$ cat config.mk
export PLATFORM = sky130hd
export DESIGN_NAME = command_message_parser
export DESIGN_NICKNAME = d
export VERILOG_FILES = /design/src/rtl/cmp_pkg.sv /design/src/rtl/cmp_datapath.sv /design/src/rtl/cmp_ctrl.sv /design/src/rtl/command_message_parser.sv
export VERILOG_INCLUDE_DIRS = /design/src /design/src/rtl
export SDC_FILE = /design/constraint.sdc
export NUM_CORES = 1
export LEC_CHECK = 0
export BUFFER_PORTS_ARGS = -buffer_cell sky130_fd_sc_hd__buf_2
export CELL_PAD_IN_SITES_DETAIL_PLACEMENT = 0
export CELL_PAD_IN_SITES_GLOBAL_PLACEMENT = 1
export CORE_ASPECT_RATIO = 1.4
export CORE_MARGIN = 2
export CORE_UTILIZATION = 53
export DETAILED_ROUTE_END_ITERATION = 8
export PLACE_DENSITY = 0.91
export RECOVER_POWER = 50
export SLEW_MARGIN = 25
export SYNTH_ARGS = -nofsm -noshare
export SYNTH_HDL_FRONTEND = slang
export SYNTH_SLANG_ARGS = --single-unit
$ cat constraint.sdc
create_clock -name i_clk -period 9.2 [get_ports i_clk]
set_input_delay 1.84 -clock i_clk [delete_from_list [all_inputs] [get_ports i_clk]]
set_output_delay 1.84 -clock i_clk [all_outputs]
set_load 0.01 [all_outputs]
$ cat src/rtl/command_message_parser_defines.svh
// Assertion macros shared by the parser modules.
// Users must have i_clk and i_rst_n in scope.
`ifndef COMMAND_MESSAGE_PARSER_DEFINES_SVH
`define COMMAND_MESSAGE_PARSER_DEFINES_SVH

// Property checked on every rising clock edge outside reset.
`define CMP_ASSERT(label, prop, msg) \
    label: assert property (@(posedge i_clk) disable iff (!i_rst_n) (prop)) else $error(msg);

// Consequence checked in the cycle after the trigger.
`define CMP_ASSERT_NEXT(label, trig, cons, msg) \
    `CMP_ASSERT(label, (trig) |=> (cons), msg)

`endif

$ cat src/rtl/cmp_pkg.sv
// Shared types, character constants and character classes of the command parser.
// No dependencies.
package cmp_pkg;

    typedef enum logic [2:0] {
        PH_OPCODE,
        PH_BRACKET_OR_END,
        PH_END,
        PH_VALUE,
        PH_DIGIT,
        PH_DIGITS,
        PH_STRING,
        PH_COMMA_OR_BRACKET
    } t_phase;

    typedef enum logic [2:0] {
        ERR_NONE,
        ERR_OPCODE,
        ERR_UNEXPECTED,
        ERR_STRINGS,
        ERR_BAD_STRING,
        ERR_STRING_LONG,
        ERR_VECTOR_LONG,
        ERR_RANGE
    } t_err;

    typedef enum logic [1:0] {
        KIND_STATUS = 2'd0,
        KIND_VALUE  = 2'd1,
        KIND_TEXT   = 2'd2
    } t_kind;

    typedef enum logic [1:0] {
        ST_IDLE,
        ST_FETCH,
        ST_SEND
    } t_ctrl_state;

    localparam logic [7:0] CH_NUL   = 8'h00;
    localparam logic [7:0] CH_OPEN  = 8'h5B;
    localparam logic [7:0] CH_CLOSE = 8'h5D;
    localparam logic [7:0] CH_QUOTE = 8'h22;
    localparam logic [7:0] CH_COMMA = 8'h2C;
    localparam logic [7:0] CH_MINUS = 8'h2D;
    localparam logic [7:0] CH_QMARK = 8'h3F;
    localparam logic [7:0] CH_ZERO  = 8'h30;
    localparam logic [7:0] CH_NINE  = 8'h39;

    localparam int S_TDATA_W = 8;
    localparam int S_TUSER_W = 1;
    localparam int M_TDATA_W = 48;
    localparam int M_TUSER_W = 2;

    typedef struct packed {
        logic step;
        logic load_status;
        logic emit_start;
        logic load_item;
    } t_ctrl_cmd;

    typedef struct packed {
        logic emit_needed;
        logic item_last;
    } t_dp_status;

    typedef struct packed {
        logic               done;
        t_err               err;
        logic [7:0]         opcode;
        logic [3:0]         value_count;
        logic               has_text;
        logic [5:0]         text_length;
        t_kind              kind;
        logic [4:0]         index;
        logic signed [15:0] value;
        logic               last;
    } t_result;

    function automatic logic is_digit(input logic [7:0] c);
        return (c >= CH_ZERO) && (c <= CH_NINE);
    endfunction

    function automatic logic is_alnum(input logic [7:0] c);
        return is_digit(c) || (c >= 8'h61 && c <= 8'h7A) || (c >= 8'h41 && c <= 8'h5A);
    endfunction

    // Letters, digits, '?' and the punctuation allowed inside a quoted string.
    function automatic logic is_text_char(input logic [7:0] c);
        logic ok;
        case (c)
            8'h2D, 8'h5F, 8'h20, 8'h21, 8'h3F, 8'h25, 8'h28, 8'h29,
            8'h5B, 8'h5D, 8'h7B, 8'h7D, 8'h26, 8'h3D, 8'h2B, 8'h2A,
            8'h2F, 8'h2E, 8'h2C, 8'h3B, 8'h3A, 8'h27: ok = 1'b1;
            default: ok = is_alnum(c);
        endcase
        return ok;
    endfunction

endpackage

$ cat src/rtl/cmp_datapath.sv
// Parser datapath: parse registers, argument and string stores, result register.
// Depends on cmp_pkg and command_message_parser_defines.svh.
`include "command_message_parser_defines.svh"

module cmp_datapath
    import cmp_pkg::*;
#(
    parameter int MAX_VALUES = 12,
    parameter int MAX_TEXT   = 32
) (
    input  logic       i_clk,
    input  logic       i_rst_n,
    input  t_ctrl_cmd  i_cmd,
    input  logic [7:0] i_byte,
    input  logic       i_sop,
    output t_dp_status o_status,
    output t_result    o_result
);

    localparam int VCW = $clog2(MAX_VALUES + 1);
    localparam int TCW = $clog2(MAX_TEXT + 1);
    localparam int KW  = $clog2(MAX_VALUES + MAX_TEXT + 1);
    localparam int VAW = (MAX_VALUES > 1) ? $clog2(MAX_VALUES) : 1;
    localparam int TAW = (MAX_TEXT > 1) ? $clog2(MAX_TEXT) : 1;

    // Parser state.
    t_phase             r_phase,     n_phase;
    logic               r_halted,    n_halted;
    logic [7:0]         r_opcode,    n_opcode;
    logic [VCW-1:0]     r_vt,        n_vt;
    logic signed [15:0] r_partial,   n_partial;
    logic               r_neg,       n_neg;
    logic               r_text_seen, n_text_seen;
    logic [TCW-1:0]     r_tt,        n_tt;
    logic [KW-1:0]      r_k,         n_k;
    t_result            r_result,    n_result;

    logic signed [15:0] r_val_mem [MAX_VALUES];
    logic [7:0]         r_txt_mem [MAX_TEXT];
    logic signed [15:0] r_val_rd;
    logic [7:0]         r_txt_rd;

    // Effective state after an optional start-of-message clear.
    t_phase             e_phase;
    logic               e_halted;
    logic [7:0]         e_opcode;
    logic [VCW-1:0]     e_vt;
    logic signed [15:0] e_partial;
    logic               e_neg;
    logic               e_text_seen;
    logic [TCW-1:0]     e_tt;

    t_err               h_err;
    logic               h_done;
    logic               val_we;
    logic               txt_we;
    logic [3:0]         digit_val;
    logic signed [20:0] times_ten;
    logic signed [20:0] next_val;

    logic [KW-1:0]      total;
    logic [KW-1:0]      txt_idx;
    logic [KW-1:0]      item_idx;
    logic               in_values;
    logic [KW+4:0]      item_idx_ext;
    logic [VCW+3:0]     n_vt_ext;
    logic [TCW+5:0]     n_tt_ext;
    logic [VCW+3:0]     r_vt_ext;
    logic [TCW+5:0]     r_tt_ext;

    assign e_phase     = i_sop ? PH_OPCODE : r_phase;
    assign e_halted    = i_sop ? 1'b0 : r_halted;
    assign e_opcode    = i_sop ? 8'd0 : r_opcode;
    assign e_vt        = i_sop ? '0 : r_vt;
    assign e_partial   = i_sop ? 16'sd0 : r_partial;
    assign e_neg       = i_sop ? 1'b0 : r_neg;
    assign e_text_seen = i_sop ? 1'b0 : r_text_seen;
    assign e_tt        = i_sop ? '0 : r_tt;

    assign digit_val = i_byte[3:0] - CH_ZERO[3:0];
    assign times_ten = (21'(e_partial) <<< 3) + (21'(e_partial) <<< 1);
    assign next_val  = e_neg ? (times_ten - 21'(digit_val)) : (times_ten + 21'(digit_val));

    // One byte through the grammar.
    always_comb begin
        n_phase     = e_phase;
        n_halted    = e_halted;
        n_opcode    = e_opcode;
        n_vt        = e_vt;
        n_partial   = e_partial;
        n_neg       = e_neg;
        n_text_seen = e_text_seen;
        n_tt        = e_tt;
        h_err       = ERR_NONE;
        h_done      = 1'b0;
        val_we      = 1'b0;
        txt_we      = 1'b0;
        case (e_phase)
            PH_OPCODE: begin
                if (is_alnum(i_byte) || i_byte == CH_QMARK) begin
                    n_opcode = i_byte;
                    n_phase  = PH_BRACKET_OR_END;
                end else begin
                    h_err = ERR_OPCODE;
                end
            end
            PH_BRACKET_OR_END: begin
                if (i_byte == CH_OPEN) begin
                    n_phase = PH_VALUE;
                end else if (i_byte == CH_NUL) begin
                    h_done = 1'b1;
                end else begin
                    h_err = ERR_UNEXPECTED;
                end
            end
            PH_END: begin
                if (i_byte == CH_NUL) begin
                    n_phase = PH_OPCODE;
                    h_done  = 1'b1;
                end else begin
                    h_err = ERR_UNEXPECTED;
                end
            end
            PH_VALUE: begin
                if (i_byte == CH_MINUS) begin
                    n_partial = 16'sd0;
                    n_neg     = 1'b1;
                    n_phase   = PH_DIGIT;
                end else if (is_digit(i_byte)) begin
                    n_partial = 16'(digit_val);
                    n_neg     = 1'b0;
                    n_phase   = PH_DIGITS;
                end else if (i_byte == CH_QUOTE) begin
                    if (e_text_seen) begin
                        h_err = ERR_STRINGS;
                    end else begin
                        n_phase = PH_STRING;
                    end
                end else begin
                    h_err = ERR_UNEXPECTED;
                end
            end
            PH_DIGIT, PH_DIGITS: begin
                if (is_digit(i_byte)) begin
                    if (next_val > 21'sd32767 || next_val < -21'sd32768) begin
                        h_err = ERR_RANGE;
                    end else begin
                        n_partial = next_val[15:0];
                        n_phase   = PH_DIGITS;
                    end
                end else if (e_phase == PH_DIGITS
                             && (i_byte == CH_COMMA || i_byte == CH_CLOSE)) begin
                    if (e_vt >= VCW'(MAX_VALUES)) begin
                        h_err = ERR_VECTOR_LONG;
                    end else begin
                        val_we  = 1'b1;
                        n_vt    = e_vt + VCW'(1);
                        n_phase = (i_byte == CH_COMMA) ? PH_VALUE : PH_END;
                    end
                end else begin
                    h_err = ERR_UNEXPECTED;
                end
            end
            PH_STRING: begin
                if (i_byte == CH_QUOTE) begin
                    n_text_seen = 1'b1;
                    n_phase     = PH_COMMA_OR_BRACKET;
                end else if (i_byte == CH_NUL || !is_text_char(i_byte)) begin
                    h_err = ERR_BAD_STRING;
                end else if (e_tt >= TCW'(MAX_TEXT)) begin
                    h_err = ERR_STRING_LONG;
                end else begin
                    txt_we = 1'b1;
                    n_tt   = e_tt + TCW'(1);
                end
            end
            PH_COMMA_OR_BRACKET: begin
                if (i_byte == CH_COMMA) begin
                    n_phase = PH_VALUE;
                end else if (i_byte == CH_CLOSE) begin
                    n_phase = PH_END;
                end else begin
                    h_err = ERR_UNEXPECTED;
                end
            end
            default: begin
                h_err = ERR_UNEXPECTED;
            end
        endcase

        // A halted parser ignores the byte; an error leaves everything but
        // the phase and the halt flag as they were.
        if (e_halted || h_err != ERR_NONE) begin
            n_phase     = e_halted ? e_phase : PH_OPCODE;
            n_halted    = 1'b1;
            n_opcode    = e_opcode;
            n_vt        = e_vt;
            n_partial   = e_partial;
            n_neg       = e_neg;
            n_text_seen = e_text_seen;
            n_tt        = e_tt;
            h_done      = 1'b0;
            val_we      = 1'b0;
            txt_we      = 1'b0;
            if (e_halted) begin
                h_err = ERR_NONE;
            end
        end
    end

    // Emission walks one index over the arguments and then the characters.
    assign total     = KW'(r_vt) + KW'(r_tt);
    assign in_values = r_k < KW'(r_vt);
    assign txt_idx   = r_k - KW'(r_vt);
    assign item_idx  = in_values ? r_k : txt_idx;

    assign item_idx_ext = {5'd0, item_idx};
    assign n_vt_ext     = {4'd0, n_vt};
    assign n_tt_ext     = {6'd0, n_tt};
    assign r_vt_ext     = {4'd0, r_vt};
    assign r_tt_ext     = {6'd0, r_tt};

    assign o_status.emit_needed = h_done && ((n_vt != '0) || (n_tt != '0));
    assign o_status.item_last   = (r_k + KW'(1)) == total;

    always_comb begin
        n_k      = r_k;
        n_result = r_result;
        if (i_cmd.emit_start) begin
            n_k = '0;
        end else if (i_cmd.load_item) begin
            n_k = r_k + KW'(1);
        end
        if (i_cmd.load_status) begin
            n_result.done        = h_done;
            n_result.err         = h_err;
            n_result.opcode      = n_opcode;
            n_result.value_count = n_vt_ext[3:0];
            n_result.has_text    = n_text_seen;
            n_result.text_length = n_tt_ext[5:0];
            n_result.kind        = KIND_STATUS;
            n_result.index       = 5'd0;
            n_result.value       = 16'sd0;
            n_result.last        = 1'b1;
        end else if (i_cmd.load_item) begin
            n_result.done        = 1'b1;
            n_result.err         = ERR_NONE;
            n_result.opcode      = r_opcode;
            n_result.value_count = r_vt_ext[3:0];
            n_result.has_text    = r_text_seen;
            n_result.text_length = r_tt_ext[5:0];
            n_result.kind        = in_values ? KIND_VALUE : KIND_TEXT;
            n_result.index       = item_idx_ext[4:0];
            n_result.value       = in_values ? r_val_rd : {8'd0, r_txt_rd};
            n_result.last        = o_status.item_last;
        end
    end

    always_ff @(posedge i_clk) begin
        if (!i_rst_n) begin
            r_phase     <= PH_OPCODE;
            r_halted    <= 1'b0;
            r_opcode    <= 8'd0;
            r_vt        <= '0;
            r_partial   <= 16'sd0;
            r_neg       <= 1'b0;
            r_text_seen <= 1'b0;
            r_tt        <= '0;
            r_k         <= '0;
        end else begin
            if (i_cmd.step) begin
                r_phase     <= n_phase;
                r_halted    <= n_halted;
                r_opcode    <= n_opcode;
                r_vt        <= n_vt;
                r_partial   <= n_partial;
                r_neg       <= n_neg;
                r_text_seen <= n_text_seen;
                r_tt        <= n_tt;
            end
            r_k <= n_k;
        end
    end

    always_ff @(posedge i_clk) begin
        r_result <= n_result;
    end

    // Argument and string stores: one write port, one registered read port.
    always_ff @(posedge i_clk) begin
        if (i_cmd.step && val_we) begin
            r_val_mem[e_vt[VAW-1:0]] <= e_partial;
        end
        r_val_rd <= r_val_mem[r_k[VAW-1:0]];
    end

    always_ff @(posedge i_clk) begin
        if (i_cmd.step && txt_we) begin
            r_txt_mem[e_tt[TAW-1:0]] <= i_byte;
        end
        r_txt_rd <= r_txt_mem[txt_idx[TAW-1:0]];
    end

    assign o_result = r_result;

    `CMP_ASSERT(a_halt_phase, r_halted |-> (r_phase == PH_OPCODE), "halted parser not at opcode")
    `CMP_ASSERT(a_count_bound, (r_vt <= VCW'(MAX_VALUES)) && (r_tt <= TCW'(MAX_TEXT)), "store count overflow")
    `CMP_ASSERT_NEXT(a_store_grow, i_cmd.step && val_we, r_vt == $past(e_vt) + VCW'(1), "argument count did not advance")

endmodule

$ cat src/rtl/cmp_ctrl.sv
// Parser controller: accepts bytes, sequences the emission of a completed request
// and owns the result valid flag. Depends on cmp_pkg and the assertion macros.
`include "command_message_parser_defines.svh"

module cmp_ctrl
    import cmp_pkg::*;
(
    input  logic       i_clk,
    input  logic       i_rst_n,
    input  logic       i_s_tvalid,
    output logic       o_s_tready,
    output logic       o_m_tvalid,
    input  logic       i_m_tready,
    input  t_dp_status i_status,
    output t_ctrl_cmd  o_cmd
);

    t_ctrl_state r_state, n_state;
    logic        r_out_valid, n_out_valid;
    logic        out_free;

    assign out_free = !r_out_valid || i_m_tready;

    always_ff @(posedge i_clk) begin
        if (!i_rst_n) begin
            r_state     <= ST_IDLE;
            r_out_valid <= 1'b0;
        end else begin
            r_state     <= n_state;
            r_out_valid <= n_out_valid;
        end
    end

    always_comb begin
        n_state     = r_state;
        n_out_valid = r_out_valid && !i_m_tready;
        o_cmd       = '0;
        o_s_tready  = 1'b0;
        case (r_state)
            ST_IDLE: begin
                o_s_tready = out_free;
                if (i_s_tvalid && out_free) begin
                    o_cmd.step = 1'b1;
                    if (i_status.emit_needed) begin
                        o_cmd.emit_start = 1'b1;
                        n_state          = ST_FETCH;
                    end else begin
                        o_cmd.load_status = 1'b1;
                        n_out_valid       = 1'b1;
                    end
                end
            end
            // The store read address settles here; data is registered for ST_SEND.
            ST_FETCH: begin
                n_state = ST_SEND;
            end
            ST_SEND: begin
                if (out_free) begin
                    o_cmd.load_item = 1'b1;
                    n_out_valid     = 1'b1;
                    n_state         = i_status.item_last ? ST_IDLE : ST_FETCH;
                end
            end
            default: begin
                n_state = ST_IDLE;
            end
        endcase
    end

    assign o_m_tvalid = r_out_valid;

    `CMP_ASSERT_NEXT(a_emit_fetch, o_cmd.step && i_status.emit_needed, r_state == ST_FETCH, "completed request did not start emission")
    `CMP_ASSERT_NEXT(a_last_idle, (r_state == ST_SEND) && out_free && i_status.item_last, r_state == ST_IDLE, "emission ran past last item")
    `CMP_ASSERT_NEXT(a_load_valid, o_cmd.load_status || o_cmd.load_item, r_out_valid, "loaded result not presented")

endmodule

$ cat src/rtl/command_message_parser.sv
// Latency: a byte's status result is presented the cycle after the byte is accepted.
// Throughput: one byte per cycle while results are taken; a byte that completes a
// request with N arguments and characters emits N results, each by a store read and
// then the result register, and holds input off until the last one is loaded.
// Reset (synchronous, active low) clears the parser state and the result valid flag;
// the argument and string stores are not cleared.
module command_message_parser
    import cmp_pkg::*;
#(
    parameter int MAX_VALUES = 12,
    parameter int MAX_TEXT   = 32
) (
    input  logic                 i_clk,
    input  logic                 i_rst_n,
    input  logic                 s_axis_tvalid,
    output logic                 s_axis_tready,
    input  logic [S_TDATA_W-1:0] s_axis_tdata,  // in_byte
    input  logic [S_TUSER_W-1:0] s_axis_tuser,  // start_of_message
    output logic                 m_axis_tvalid,
    input  logic                 m_axis_tready,
    // request_done, error_code, opcode, value_count, has_text, text_length,
    // item_index, item_value, zero pad
    output logic [M_TDATA_W-1:0] m_axis_tdata,
    output logic [M_TUSER_W-1:0] m_axis_tuser,  // item_kind
    output logic                 m_axis_tlast   // last
);

    t_ctrl_cmd  cmd;
    t_dp_status status;
    t_result    result;

    cmp_ctrl u_ctrl (
        .i_clk      (i_clk),
        .i_rst_n    (i_rst_n),
        .i_s_tvalid (s_axis_tvalid),
        .o_s_tready (s_axis_tready),
        .o_m_tvalid (m_axis_tvalid),
        .i_m_tready (m_axis_tready),
        .i_status   (status),
        .o_cmd      (cmd)
    );

    cmp_datapath #(
        .MAX_VALUES (MAX_VALUES),
        .MAX_TEXT   (MAX_TEXT)
    ) u_datapath (
        .i_clk    (i_clk),
        .i_rst_n  (i_rst_n),
        .i_cmd    (cmd),
        .i_byte   (s_axis_tdata[7:0]),
        .i_sop    (s_axis_tuser[0]),
        .o_status (status),
        .o_result (result)
    );

    assign m_axis_tdata = {4'd0, result.value, result.index, result.text_length,
                           result.has_text, result.value_count, result.opcode,
                           result.err, result.done};
    assign m_axis_tuser = result.kind;
    assign m_axis_tlast = result.last;

endmodule

Word-level counts from Yosys, hierarchy flattened
Memory sizes are Yosys's and may differ from the RTL's. A register that Yosys moved wholly into a read port is not among the register bits.
Index checks and enable logic that the tools add are counted.
{ "totals": {"mem_count": 2, "output_inout_bits": 53, "mem_bits_rw": 448, "in_bits": 13, "regBits": 96, "wordCells": 226} }
{ "mem_list": {"columns": ["memory", "words", "word_bits", "read_ports", "rd_clocked_by_memory_dff", "write_ports", "line", "source"], "rows": [
  ["u_datapath.r_txt_mem", 32, 8, 1, 1, 1, "cmp_datapath.sv:39", "logic [7:0] r_txt_mem [MAX_TEXT];"],
  ["u_datapath.r_val_mem", 12, 16, 1, 1, 1, "cmp_datapath.sv:38", "logic signed [15:0] r_val_mem [MAX_VALUES];"]
]} }
{ "classes": {"reduce_logical": 32, "n_eq_ne": 36, "n_bitwise": 1, "add_sub_neg": 8, "order_cmp": 11, "mux": 115} }
{ "op_table": {"columns": ["operator", "n"], "rows": [
  ["equality test 8 x 6 -> 1 bit (second input constant)", 18],
  ["two-way mux 16 bit", 7],
  ["two-way mux 3 bit", 32],
  ["two-way mux 47 bit", 2],
  ["two-way mux 1 bit", 42],
  ["case mux 3 bit (7 select lines)", 2],
  ["equality test 8 x 7 -> 1 bit (second input constant)", 5],
  ["two-way mux 6 bit", 6],
  ["two-way mux 8 bit", 4],
  ["case mux 16 bit (2 select lines)", 1],
  ["two-way mux 4 bit", 6],
  ["OR reduction 22 bit", 1],
  ["adder 21 x 4 -> 21 bit", 1],
  ["greater-than comparator 21 x 16 -> 1 bit (second input constant)", 1],
  ["less-than comparator 21 x 16 -> 1 bit (second input constant)", 1],
  ["two-way mux 21 bit", 1],
  ["subtractor 21 x 4 -> 21 bit", 1],
  ["adder 19 x 17 -> 20 bit", 1],
  [">= comparator 8 x 7 -> 1 bit (second input constant)", 2],
  ["less-or-equal comparator 8 x 7 -> 1 bit (second input constant)", 2],
  ["two-way mux 2 bit", 8],
  ["adder 6 x 1 -> 6 bit (second input constant)", 2],
  ["equality test 3 bit (second input constant)", 4],
  ["logical AND 1 bit", 9],
  ["30 further kinds", 44]
]} }

Longest topological paths before layout
Gate-level depths: netlist of run 1.
{ "logic_depth": {"word_depth": 24, "ltp_mapped": 24, "depth_no_buf": 17} }

Cells and area by module
A second synthesis of run 1 with hierarchy kept.
{ "unflattened": {"hier_cells": 1768, "hier_area_um2": 25617.1} }
{ "modules_own_cells": {"columns": ["mod", "seq_area_each_um2", "area_each_um2", "cells_each", "instances"], "rows": [
  ["cmp_datapath", 16025.4, 25400.6, 1743, 1],
  ["cmp_ctrl", 60.1, 182.7, 20, 1],
  ["command_message_parser", 0.0, 33.8, 5, 1]
]} }

Least setup slack after synthesis of run 1
OpenSTA, ideal clock, no wires.
{ "synth_path": {"kind": "input port to flip-flop", "startpoint": "in s_axis_tuser", "endpoint": "mem u_datapath.r_val_mem[10][0] (enable)", "path_stages": 21, "required_time_ns": 8.827, "setup_slack_ns": 1.608, "n_path_buf": 5, "setup_ns": 0.373, "t_arrival_ns": 7.218, "path_cell_list": "buf_2 > buf_2 > buf_2 > clkbuf_1 > nor2b_1 > ha_1 > ha_1 > a21oi_1 > nor4_1 > nor3_1 > or4_4 > o211a_1 > and4_1 > and3_1 > or3_1 > a211o_1 > nor4b_4 > a211oi_4 > nor3_2 > buf_2 > and4_1"} }
{ "synth_between": {"elab_chain_len": 15, "elab_cells_between_ends": 48, "cone_classes": "add/sub: 3; order compare: 4; eq/ne: 7; mux: 27; reduce/logical: 7"} }
{ "synth_lines": {"columns": ["item", "line", "source"], "rows": [
  ["start, declared", "command_message_parser.sv:18", "input logic [S_TUSER_W-1:0] s_axis_tuser,"],
  ["two-way mux 16 bit *", "cmp_datapath.sv:75", "assign e_partial = i_sop ? 16'sd0 : r_partial;"],
  ["net u_datapath.e_partial[0]", "cmp_datapath.sv:48", "logic signed [15:0] e_partial;"],
  ["adder 19 x 17 -> 20 bit *", "cmp_datapath.sv:81", "assign times_ten = (21'(e_partial) <<< 3) + (21'(e_partial) <<< 1);"],
  ["adder 21 x 4 -> 21 bit or subtractor 21 x 4 -> 21 bit (tied branches)", "cmp_datapath.sv:82", "assign next_val = e_neg ? (times_ten - 21'(digit_val)) : (times_ten + 21'(digit_val));"],
  ["two-way mux 21 bit *", "cmp_datapath.sv:82", null],
  ["greater-than comparator 21 x 16 -> 1 bit or less-than comparator 21 x 16 -> 1 bit (tied branches)", "cmp_datapath.sv:145", "if (next_val > 21'sd32767 || next_val < -21'sd32768) begin"],
  ["logical OR 1 bit *", "cmp_datapath.sv:145", null],
  ["two-way mux 3 bit *", "cmp_datapath.sv:145", null],
  ["two-way mux 3 bit *", "cmp_datapath.sv:144", "if (is_digit(i_byte)) begin"],
  ["case mux 3 bit (7 select lines) *", "cmp_datapath.sv:98", "case (e_phase)"],
  ["nonzero test 3 bit *", "cmp_datapath.sv:193", "if (e_halted || h_err != ERR_NONE) begin"],
  ["logical OR 1 bit *", "cmp_datapath.sv:193", null],
  ["two-way mux 1 bit *", "cmp_datapath.sv:193", null],
  ["logical AND 1 bit *", "cmp_datapath.sv:291", "if (i_cmd.step && val_we) begin"],
  ["two-way mux 1 bit *", "cmp_datapath.sv:291", null],
  ["two-way mux 1 bit (implied by the code) *", "cmp_datapath.sv:292", "r_val_mem[e_vt[VAW-1:0]] <= e_partial;"],
  ["end, declared", "cmp_datapath.sv:38", null]
]} }
The timed path passes the listed nets; every way through them passes the cells marked *.

Worst setup path in the final report of run 1
{ "layout_path": {"startpoint": "in s_axis_tuser", "endpoint": "mem u_datapath.r_txt_mem[0][6] (enable)"} }
{ "layout_between": {"elab_chain_len": 15, "elab_cells_between_ends": 48, "cone_classes": "add/sub: 3; order compare: 4; eq/ne: 7; mux: 27; reduce/logical: 7"} }
{ "layout_lines": {"columns": ["item", "line", "source"], "rows": [
  ["two-way mux 16 bit *", "cmp_datapath.sv:75", null],
  ["net u_datapath.e_partial[2]", "cmp_datapath.sv:48", null],
  ["adder 19 x 17 -> 20 bit *", "cmp_datapath.sv:81", null],
  ["adder 21 x 4 -> 21 bit or subtractor 21 x 4 -> 21 bit (tied branches)", "cmp_datapath.sv:82", null],
  ["two-way mux 21 bit *", "cmp_datapath.sv:82", null],
  ["greater-than comparator 21 x 16 -> 1 bit or less-than comparator 21 x 16 -> 1 bit (tied branches)", "cmp_datapath.sv:145", null],
  ["logical OR 1 bit *", "cmp_datapath.sv:145", null],
  ["two-way mux 3 bit *", "cmp_datapath.sv:145", null],
  ["two-way mux 3 bit *", "cmp_datapath.sv:144", null],
  ["case mux 3 bit (7 select lines) *", "cmp_datapath.sv:98", null],
  ["nonzero test 3 bit *", "cmp_datapath.sv:193", null],
  ["logical OR 1 bit *", "cmp_datapath.sv:193", null],
  ["two-way mux 1 bit *", "cmp_datapath.sv:193", null],
  ["logical AND 1 bit *", "cmp_datapath.sv:298", "if (i_cmd.step && txt_we) begin"],
  ["two-way mux 1 bit *", "cmp_datapath.sv:298", null],
  ["two-way mux 1 bit (implied by the code) *", "cmp_datapath.sv:299", "r_txt_mem[e_tt[TAW-1:0]] <= i_byte;"],
  ["end, declared", "cmp_datapath.sv:39", null]
]} }
Marked as above.

==> results_dict.tcl, run 1 <==
set metrics [dict create \
    synth_area_per_cell_um2 14.5 \
    crit_chain "clkbuf_1 > nor2b_1 > buf_4 > ha_1 > ha_1 > nor2_1 > o22ai_1 > a21o_1 > a31o_1 > or2_1 > or3_1 > nor4_1 > o21ai_0 > a211o_1 > nor4b_4 > a211oi_4 > nor3_2 > buf_4 > and3_1 > nor2b_1" \
    numCtsBuffers 50 \
    synth.largest_area_cell "edfxtp_1" \
    worst_setup_path_start_kind "input port" \
    grt_pass1_vias 16027 \
    core-area_mm2 0.0481 \
    hp-class "reg -> reg" \
    row_count 95 \
    place_area_mm2 0.0267 \
    ys_types 95 \
    drc 0 \
    ir_worst_vdd_uv 147 \
    fin_area_mm2 0.0283 \
    synth_commonest_cells "edfxtp_1, mux4_2, nand2_1" \
    die_h_um 265 \
    dieArea_mm2 0.0506 \
    ios 66 \
    hold_start "u_datapath.r_opcode[7]" \
    syn_inst 1784 \
    cp.arrival_ns 8.16 \
    slew_viol_final 461 \
    period_share_pct 86.2 \
    max_slew.worst_pin.slew_ns 4.41 \
    grt_overflow 0 \
    ys_warn_count 0 \
    tritoncts "built" \
    cts_max_level 2 \
    nNetsFinal 1862 \
    grt_usage_pct 26.3 \
    r2r-end "u_datapath.r_txt_mem[0][6]" \
    synth_top_area_share_pct 54.7 \
    via_per_inst 6.47 \
    drive_gt1_share_pct 14.8 \
    cts_hold_buf 0 \
    synth_seq_cells 568 \
    synth_flop_cell "edfxtp_1" \
    vias 16105 \
    worst-setup-path-type "in -> reg" \
    critical_path_required_ns 9.43 \
    cp_slowest_stage_delay_ns 1.14 \
    postCtsSetupBuffers 0 \
    cts_resized 0 \
    critPathTopFamily "simple AND/OR/NAND/NOR gates" \
    crit_buf_inv 3 \
    clock_path_buffers 3 \
    cts_root_buffer "clkbuf_16" \
    total_power_mw 5.07 \
    stdcell_count 2488 \
    portBuffers 61 \
    ys_seq_area_share_pct 62.2 \
    relSlewSlack_pct -194 \
    dp.cells 2393 \
    min_to "u_datapath.r_opcode[7]" \
    violations "max-capacitance violations, max-slew violations" \
    ff2ff_setup_slack_ns 2.85 \
    utilization_pct 58.9 \
    synthesis.area_mm2 0.0259 \
    worstHoldPathCells 1 \
    place_congestion 0.966 \
    crit_path_end_kind "flop" \
    finalWirelength_um 66100 \
    fp.dieW_um 191 \
    nFillCells 3595 \
    fin_setup_tns_ns 0 \
    timing.rr.start "u_datapath.r_partial[2]" \
    netlist_top_cells_area "edfxtp_1, mux4_2, dfxtp_1, nand2_1, nor2_1" \
    crit_path_max_fanout 36 \
    area_growth_pct 9.58 \
    p_leak_nw 9.11 \
    p_per_area_mw_per_mm2 179 \
    cts_sinks 568 \
    max_freq_mhz 126 \
    crit_slowest_cell "clkbuf_1" \
    cap_violations 11 \
    grt_pass1_wl_um 99400 \
    synth-edff-count 471 \
    fin_crit_ns 7.93 \
    routedWlPerCell_um 26.6 \
    fin_skew_ns 0.0590 \
    setup_viol 0 \
    hpwlAfterDp_um 43600 \
    clk_pin_slew_ns 0.06 \
    drtIter0Drc 1708 \
    antenna_found_initial 1 \
    insertion_delay_ns 0.63 \
    rsz0062_at_grt "false" \
    hold_viol_final 0 \
    yosysMostFrequentCell "edfxtp_1" \
    drt_pass1_iterations 8 \
    initial_core_util_pct 53.7 \
    ant_nets 0 \
    status "finished with violations" \
    reg2regPathDepth 19 \
    grt_max_degree 65 \
    ys_async_sr_fraction_pct 0 \
]
[per-stage QoR]
step	worst slack [ns]	hold WS, ns
floorplan	1.61	0.421
global placement	1.58	0.435
detailed placement	1.45	0.437
CTS	2.06	0.455
global route	0.821	0.464
finish	1.27	0.448
[cells in the final DEF (no fill, tap or decap), types with 9 or more instances in the layout]
cell type | netlist | layout
inv_1 | 25 | 25
nand4_1 | 17 | 17
o21ai_0 | 66 | 66
nand3_1 | 31 | 31
buf_4 | 10 | 24
clkinv_2 | 0 | 13
nor4_1 | 10 | 10
xor2_1 | 16 | 16
and2_1 | 40 | 39
ha_1 | 30 | 30
a21o_1 | 17 | 17
clkbuf_1 | 68 | 77
dfxtp_1 | 97 | 94
mux4_2 | 128 | 128
a31oi_1 | 9 | 9
a32o_1 | 11 | 11
and4_1 | 11 | 11
edfxtp_1 | 471 | 471
mux2i_1 | 33 | 33
nor3_1 | 29 | 29
a21oi_1 | 72 | 71
nand2b_1 | 17 | 17
a22o_1 | 18 | 18
xnor2_1 | 43 | 40
nand2_1 | 116 | 115
nor2_1 | 115 | 115
nor2b_1 | 31 | 31
and3_1 | 15 | 15
a211oi_1 | 18 | 18
clkbuf_16 | 0 | 50
[power by group]
group	total, mW	leakage, nW	switching [mW]	internal, mW
Clock	2.17	0.832	0.966	1.21
Combinational	0.123	3.13	0.0971	0.0264
Sequential	2.78	5.15	0.00496	2.77
[flip-flops by register name, indices dropped and copies added, names as in the netlist, 2 cells and up]
signal	flops
u_datapath.r_txt_mem	256
u_datapath.r_val_mem	192
u_datapath.o_result	47
u_datapath.r_partial	16
u_datapath.r_val_rd	16
u_datapath.r_opcode	8
u_datapath.r_txt_rd	8
u_datapath.r_k	6
u_datapath.r_tt	6
u_datapath.r_vt	4
u_datapath.r_phase	3
u_ctrl.r_state	2
[worst max path at each step]
stage / slack [ns] / from / cells after the start / end
after floorplan: 1.61 / s_axis_tuser / 21 / u_datapath.r_val_mem[10][0]
after global placement: 1.58 / s_axis_tuser / 20 / u_datapath.r_txt_mem[1][4]
after detailed placement: 1.45 / s_axis_tuser / 20 / u_datapath.r_txt_mem[1][7]
after CTS: 2.06 / s_axis_tuser / 20 / u_datapath.r_txt_mem[1][7]
after global routing: 0.82 / s_axis_tdata[2] / 16 / u_datapath.r_opcode[2]
final: 1.27 / s_axis_tuser / 20 / u_datapath.r_txt_mem[0][6]
[kinds of logic (layout without fill, tap and decap cells)]
| family | Yosys count | in the layout | share of synthesized area (%) |
|---|---|---|---|
| flip-flops | 568 | 568 | 62.2 |
| adder cells (fa/ha/maj) | 36 | 36 | 1.84 |
| XOR/XNOR | 60 | 60 | 2.06 |
| AO/OA/AOI/OAI | 324 | 324 | 8.79 |
| multiplexers | 170 | 170 | 12.8 |
| AND/OR/NAND/NOR | 481 | 481 | 9.79 |
| buffers and inverters | 144 | 214 | 2.47 |
| other | 1 | 5 | 0.0145 |
[metal layers]
layer | GRT usage, % | share of wire (%) | up-vias
met3 | 3.31 | 6.2 | 174
met2 | 46.6 | 53 | 778
met1 | 31.7 | 36 | 8119
met5 | 0 | 0 | -
li1 | - | - | 7034
met4 | 12.6 | 5.1 | 0
[cell type report]
class                      instances  area (µm²)  share of cell area (%)
sequential                       568       16100                    56.8
clock inverter                    32         387                    1.36
tap                              630         788                    2.78
multi-input combinational       1075        9190                    32.4
clock buffer                      62        1330                    4.68
timing repair buffer              95         450                    1.59
inverter                          25        93.8                   0.331
antenna                            1        2.50                 0.00883
Note: power is estimated with default switching activity, not from simulation.
==> run 2, diff against run 1 <==
--- a/config.mk
+++ b/config.mk
@@ -11,9 +11,9 @@
 export CELL_PAD_IN_SITES_GLOBAL_PLACEMENT = 1
 export CORE_ASPECT_RATIO = 1.4
 export CORE_MARGIN = 2
-export CORE_UTILIZATION = 53
+export CORE_UTILIZATION = 30
 export DETAILED_ROUTE_END_ITERATION = 8
-export PLACE_DENSITY = 0.91
+export PLACE_DENSITY = 0.61
 export RECOVER_POWER = 50
 export SLEW_MARGIN = 25
 export SYNTH_ARGS = -nofsm -noshare
==> run 2 against run 1 <==
  * The run still ends with max-capacitance violations, max-slew violations left
  * Utilization is 25 points lower
  * Sequential share of layout area is 1.4 points lower
  * Routed wire length is 7.6% higher
  * Flip-flop and latch count stayed put
  * Hold slack better by 0.0029 ns
  * Final cell count is 20% higher
  * Register-to-register slack worse by 0.49 ns
  * Combinational power is 7% higher
  * Total power is 0.61% higher
  * Global-route usage is 10 points lower
  * Critical path type unchanged
  * Largest cell class unchanged
==> results_dict.tcl, run 2 (synthesis gave the netlist of run 1 again) <==
set metrics [dict create \
    core-area_mm2 0.0855 \
    status "finished with violations" \
    cap_violations 8 \
    crit_path_end_kind "flop" \
    crit_chain "buf_2 > clkbuf_1 > ha_1 > inv_1 > fa_1 > nor2_1 > o21ai_0 > nor3_1 > nor3b_1 > a32oi_1 > xnor2_1 > a211o_1 > nor4b_4 > a211oi_4 > nor3_2 > and3_1 > nor2b_1" \
    p_seq_share_pct 54.4 \
    mostFrequentLayoutCell "edfxtp_1" \
    max_freq_mhz 121 \
    hold_viol_final 0 \
    row_count 127 \
    fin_setup_tns_ns 0 \
    crit_slowest_cell "clkbuf_1" \
    total_power_mw 5.11 \
    critical_path_required_ns 9.45 \
    place_congestion 0.898 \
    violations "max-capacitance violations, max-slew violations" \
    power.share.clock_pct 43.0 \
    combPwrFrac_pct 2.6 \
    drtIter0Drc 1296 \
    insertion_delay_ns 0.62 \
    nFillCells 8242 \
    rsz0062_at_grt "false" \
    cp.arrival_ns 8.50 \
    cts_hold_buf 0 \
    setup_viol 0 \
    fin_crit_ns 8.25 \
    multiInputGateArea_mm2 0.00920 \
    p_per_area_mw_per_mm2 176 \
    ant_nets 0 \
    clock_path_buffers 3 \
    numCtsBuffers 53 \
    grt_pass1_wl_um 106000 \
    initial_core_util_pct 30.2 \
    vias 15699 \
    cts_root_buffer "clkbuf_16" \
    ir_worst_vdd_uv 122 \
    tritoncts "built" \
    crit_path_max_fanout 47 \
    finalWirelength_um 71200 \
    critPathTopFamily "simple AND/OR/NAND/NOR gates" \
    die_h_um 351 \
    cts_max_level 2 \
    dieArea_mm2 0.0886 \
    grt_overflow 0 \
    antenna_found_initial 0 \
    fp.dieW_um 252 \
    cp_slowest_stage_delay_ns 1.85 \
    grt_pass1_vias 16087 \
    cts_resized 0 \
    hp-class "reg -> reg" \
    cts_sinks 568 \
    max_slew.worst_pin.slew_ns 2.67 \
    crit_buf_inv 3 \
    largest_register_ffs 256 \
    relSlewSlack_pct -77.8 \
    p_switching_mw 1.10 \
    drt_pass1_iterations 8 \
    nNetsFinal 1882 \
    p_leak_nw 9.16 \
    swShare_pct 21.5 \
    hpwlAfterDp_um 49200 \
    grt_max_degree 66 \
    slew_viol_final 297 \
    regArea_mm2 0.0161 \
    via_per_inst 5.28 \
    portBuffers 61 \
    drc 0 \
    clk_pin_slew_ns 0.06 \
    worst-setup-path-type "in -> reg" \
    layout_common_cells "edfxtp_1, mux4_2, nand2_1, nor2_1, dfxtp_1" \
    period_share_pct 89.7 \
    drive_gt1_share_pct 15.1 \
    postCtsSetupBuffers 0 \
    worst_setup_path_start_kind "input port" \
    ff2ff_setup_slack_ns 2.36 \
    ios 66 \
    grt_usage_pct 15.9 \
    routedWlPerCell_um 23.9 \
    p_int_mw 4.01 \
    fin_skew_ns 0.0384 \
    area_growth_pct 12.3 \
]
## run 2: cell count changes in the layout (fill, tap and decap cells not counted), sizes merged
cell and delta:
buf +11, inv +2, bufinv -2, clkinvlp +4
clkbuf +6, clkinv +1
## run 2: worst paths after layout
path                            cells past startpoint                     from                         end
worst min-delay path                                1   u_datapath.r_opcode[7]      u_datapath.r_opcode[7]
worst max-delay path                               17          s_axis_tdata[1]  u_datapath.r_txt_mem[0][2]
worst min register to register                      1   u_datapath.r_opcode[7]      u_datapath.r_opcode[7]
worst max register to register                     17  u_datapath.r_partial[2]  u_datapath.r_txt_mem[0][2]
## run 2: final cells by class
class,instances,area share [%]
inverters,25,0.323
diodes,1,0.00862
repair buffers,112,1.91
clock inverters,37,1.17
multi-input cells,1075,31.7
clock buffers,62,4.79
flip-flops and latches,568,55.4
well taps,1096,4.72
## run 2: metal layers
| layer | track usage (%) | vias to the layer above | wire (µm) |
|---|---|---|---|
| met5 | 0 | - | 0 |
| li1 | - | 7076 | - |
| met2 | 29.9 | 437 | 38300 |
| met4 | 4.72 | 0 | 2120 |
| met1 | 18.9 | 8072 | 27800 |
| met3 | 1.84 | 114 | 2930 |
## run 2: power groups by stage
stage	Combinational, mW	Sequential, mW	Clock [mW]
finish	0.132	2.78	2.20
floorplan	0.0660	2.83	0
global placement	0.136	2.83	0
global route	0.143	2.78	2.35
detailed placement	0.137	2.83	0
CTS	0.137	2.77	2.25
## run 2: worst reg2reg max path, cell delays in order, from the launching register on
cell,delay (ns)
dfxtp_1,0.64
nor2b_1,0.78
ha_1,0.35
ha_1,0.31
a21oi_1,0.10
nor4_1,0.24
nor3_1,0.10
nor4_1,0.48
nand2b_1,0.17
nor3b_1,0.51
a32oi_1,0.30
xnor2_1,0.20
a211o_1,0.33
nor4b_4,0.35
a211oi_4,0.13
nor3_2,0.35
and3_1,0.59
nor2b_1,0.59
## run 2: through the flow
stage                     instances  hold slack, ns  utilization [%]  area, µm²  setup slack (ns)
after global placement         2876           0.438             32.1      27400             0.957
after global routing           2975           0.478             34.0      29000             0.521
final                          2976           0.451             34.0      29000             0.951
after floorplan                1787           0.421                -      25900              1.61
after detailed placement       2876           0.435             32.1      27500             0.776
after CTS                      2975           0.454             34.1      29200              1.44
==> run 3, diff against run 2 <==
--- a/config.mk
+++ b/config.mk
@@ -11,11 +11,12 @@
 export CELL_PAD_IN_SITES_GLOBAL_PLACEMENT = 1
 export CORE_ASPECT_RATIO = 1.4
 export CORE_MARGIN = 2
-export CORE_UTILIZATION = 30
+export CORE_UTILIZATION = 53
 export DETAILED_ROUTE_END_ITERATION = 8
-export PLACE_DENSITY = 0.61
+export PLACE_DENSITY = 0.91
 export RECOVER_POWER = 50
 export SLEW_MARGIN = 25
 export SYNTH_ARGS = -nofsm -noshare
 export SYNTH_HDL_FRONTEND = slang
+export SYNTH_HIERARCHICAL = 1
 export SYNTH_SLANG_ARGS = --single-unit
==> run 3 against run 2 <==
  * The flow still finishes with violations (max-capacitance violations, max-slew violations)
  * Routed wire length is 11% lower
  * Clock power hardly changed
  * Final cell count is 17% lower
  * Global-route usage is 9.4 points higher
  * Critical endpoint is now u_datapath/o_result[41]
==> results_dict.tcl, run 3 <==
set metrics [dict create \
    cts_resized 0 \
    tritoncts "built" \
    setup_viol 0 \
    cts_sinks 568 \
    p_seq_share_pct 53.4 \
    synth-xor-area-share_pct 1.95 \
    stdcell_count 2479 \
    hpwlAfterDp_um 40200 \
    synth-simple-area-share_pct 9.16 \
    combPwrFrac_pct 4.3 \
    clk_pin_slew_ns 0.06 \
    cap_violations 8 \
    pre_cts_slack_ns 0.805 \
    cts_hold_buf 0 \
    yosysMostFrequentCell "edfxtp_1" \
    portBuffers 61 \
    core-area_mm2 0.0479 \
    cts_max_level 2 \
    synth_flop_cell "edfxtp_1" \
    max_slew.worst_pin.slew_ns 4.00 \
    cp.arrival_ns 8.59 \
    critical_path_required_ns 9.49 \
    area_growth_pct 10.1 \
    synth_top_family_by_area "multiplexers" \
    grt_max_degree 66 \
    place_congestion 0.893 \
    status "finished with violations" \
    worst_setup_path_start_kind "input port" \
    drc 0 \
    grt_overflow 0 \
    synth-edff-count 471 \
    synth_top_area_share_pct 55.2 \
    netlist_top_cells_area "edfxtp_1, mux4_2, dfxtp_1, nor2_1, o21ai_0" \
    fp.dieW_um 190 \
    drtIter0Drc 1534 \
    drt_pass1_iterations 5 \
    dp.cells 2387 \
    p_switching_mw 1.11 \
    numCtsBuffers 49 \
    synth_area_per_cell_um2 14.5 \
    crit_path_end_kind "flop" \
    dieArea_mm2 0.0501 \
    die_h_um 264 \
    utilization_pct 58.9 \
    hp-class "reg -> reg" \
    finalWirelength_um 63200 \
    nNetsFinal 1853 \
    insertion_delay_ns 0.61 \
    relSlewSlack_pct -167 \
    grt_usage_pct 25.3 \
    layout_common_cells "edfxtp_1, mux4_2, nor2_1, nand2_1, dfxtp_1" \
    p_per_area_mw_per_mm2 185 \
    fin_crit_ns 8.30 \
    hold_slack_ns 0.461 \
    synthesis.area_mm2 0.0256 \
    initial_core_util_pct 53.5 \
    via_per_inst 6.32 \
    postCtsSetupBuffers 0 \
    ant_nets 0 \
    power.share.clock_pct 42.3 \
    fin_ws_ns 0.904 \
    p_leak_nw 9.09 \
    synth-adder-area-share_pct 1.81 \
    ys_async_sr_fraction_pct 0 \
    diodes 0 \
    place_area_mm2 0.0266 \
    rsz0062_at_grt "false" \
    grt_pass1_wl_um 96100 \
    cts_root_buffer "clkbuf_16" \
    total_power_mw 5.23 \
    syn_inst 1768 \
    antenna_found_initial 0 \
    slew_viol_final 326 \
    fin_area_mm2 0.0282 \
    row_count 95 \
    grt_pass1_vias 15888 \
    synth-compound-area-share_pct 8.37 \
    max_freq_mhz 121 \
    p_int_mw 4.12 \
    crit_path_max_fanout 24 \
    mostFrequentLayoutCell "edfxtp_1" \
    period_share_pct 90.2 \
    clock_path_buffers 3 \
    synth.largest_area_cell "edfxtp_1" \
    synth_seq_cells 568 \
    largest_register_ffs 256 \
    fin_skew_ns 0.0430 \
    synth_mux_area_share_pct 13.3 \
    drive_gt1_share_pct 15.5 \
    ys_seq_area_share_pct 62.8 \
    routedWlPerCell_um 25.5 \
    ys_warn_count 6 \
    ys_types 99 \
    ios 66 \
    violations "max-capacitance violations, max-slew violations" \
    worst-setup-path-type "in -> reg" \
    vias 15674 \
    synth_commonest_cells "edfxtp_1, mux4_2, nor2_1" \
    ir_worst_vdd_uv 158 \
    hold_viol_final 0 \
    nFillCells 3512 \
    fin_setup_tns_ns 0 \
    swShare_pct 21.2 \
]
==> run 3: cell types whose count changed in the layout (fill, tap and decap cells not counted), moves of 7 or more <==
cell | previous run | this run
a21o_1 | 17 | 10
a21oi_1 | 71 | 52
a22o_1 | 18 | 3
and2_1 | 38 | 6
clkbuf_1 | 81 | 71
inv_1 | 25 | 39
mux2i_1 | 33 | 42
nor2_1 | 115 | 127
o21ai_0 | 66 | 86
==> run 3: routing by layer <==
metal | up-vias | routed length [µm] | GRT usage [%]
li1 | 6955 | - | -
met1 | 7965 | 22800 | 29.8
met2 | 611 | 34400 | 47.1
met3 | 143 | 3210 | 2.66
met4 | 0 | 2680 | 10.2
met5 | - | 0 | 0
==> run 3: final timing paths <==
path / from / endpoint / slack [ns] / cells after the start
worst max register to register: u_datapath/r_partial[11] / u_datapath/o_result[41] / 2.52 / 19
worst max-delay path: s_axis_tuser / u_datapath/o_result[41] / 0.90 / 18
worst min register to register: u_datapath/r_opcode[7] / u_datapath/r_opcode[7] / 0.46 / 1
worst min-delay path: u_datapath/r_opcode[7] / u_datapath/r_opcode[7] / 0.46 / 1
==> run 3: cell families after synthesis <==
logic type               Yosys count
flip-flops                       568
AND/OR/NAND/NOR                  461
AO/OA/AOI/OAI                    309
multiplexers                     180
buffers and inverters            156
XOR/XNOR                          57
adder cells (fa/ha/maj)           36
other                              1
==> run 3: power groups by stage <==
stage,Sequential (mW),Combinational (mW),Clock (mW)
6_report,2.79,0.225,2.21
5_1_grt,2.79,0.239,2.33
4_1_cts,2.79,0.227,2.24
3_5_place_dp,2.84,0.225,0
3_3_place_gp,2.84,0.218,0
2_1_floorplan,2.84,0.139,0
==> run 3: final cells by class <==
class	count	area, µm²	area share (%)
Inverter	41	154	0.546
Clock inverter	32	445	1.58
Sequential cell	568	16100	57.0
Clock buffer	60	1310	4.64
Multi-Input combinational cell	1047	8920	31.6
Timing Repair Buffer	101	505	1.79
Tap cell	630	788	2.79
==> run 3: worst max-delay path, cell delays in order <==
cell and delay, ns:
clkbuf_1 0.53, buf_4 0.41, clkbuf_1 0.90, nor2b_1 0.23, buf_4 0.30, ha_1 0.36
a2111oi_2 0.55, o221ai_1 0.25, nor4_1 0.26, o22ai_1 0.12, nand3b_2 0.24, nor4_2 0.38
a211o_1 0.38, o21ai_0 0.16, a211oi_1 0.42, and3b_2 0.37, a21boi_0 0.65, o21ai_0 0.19
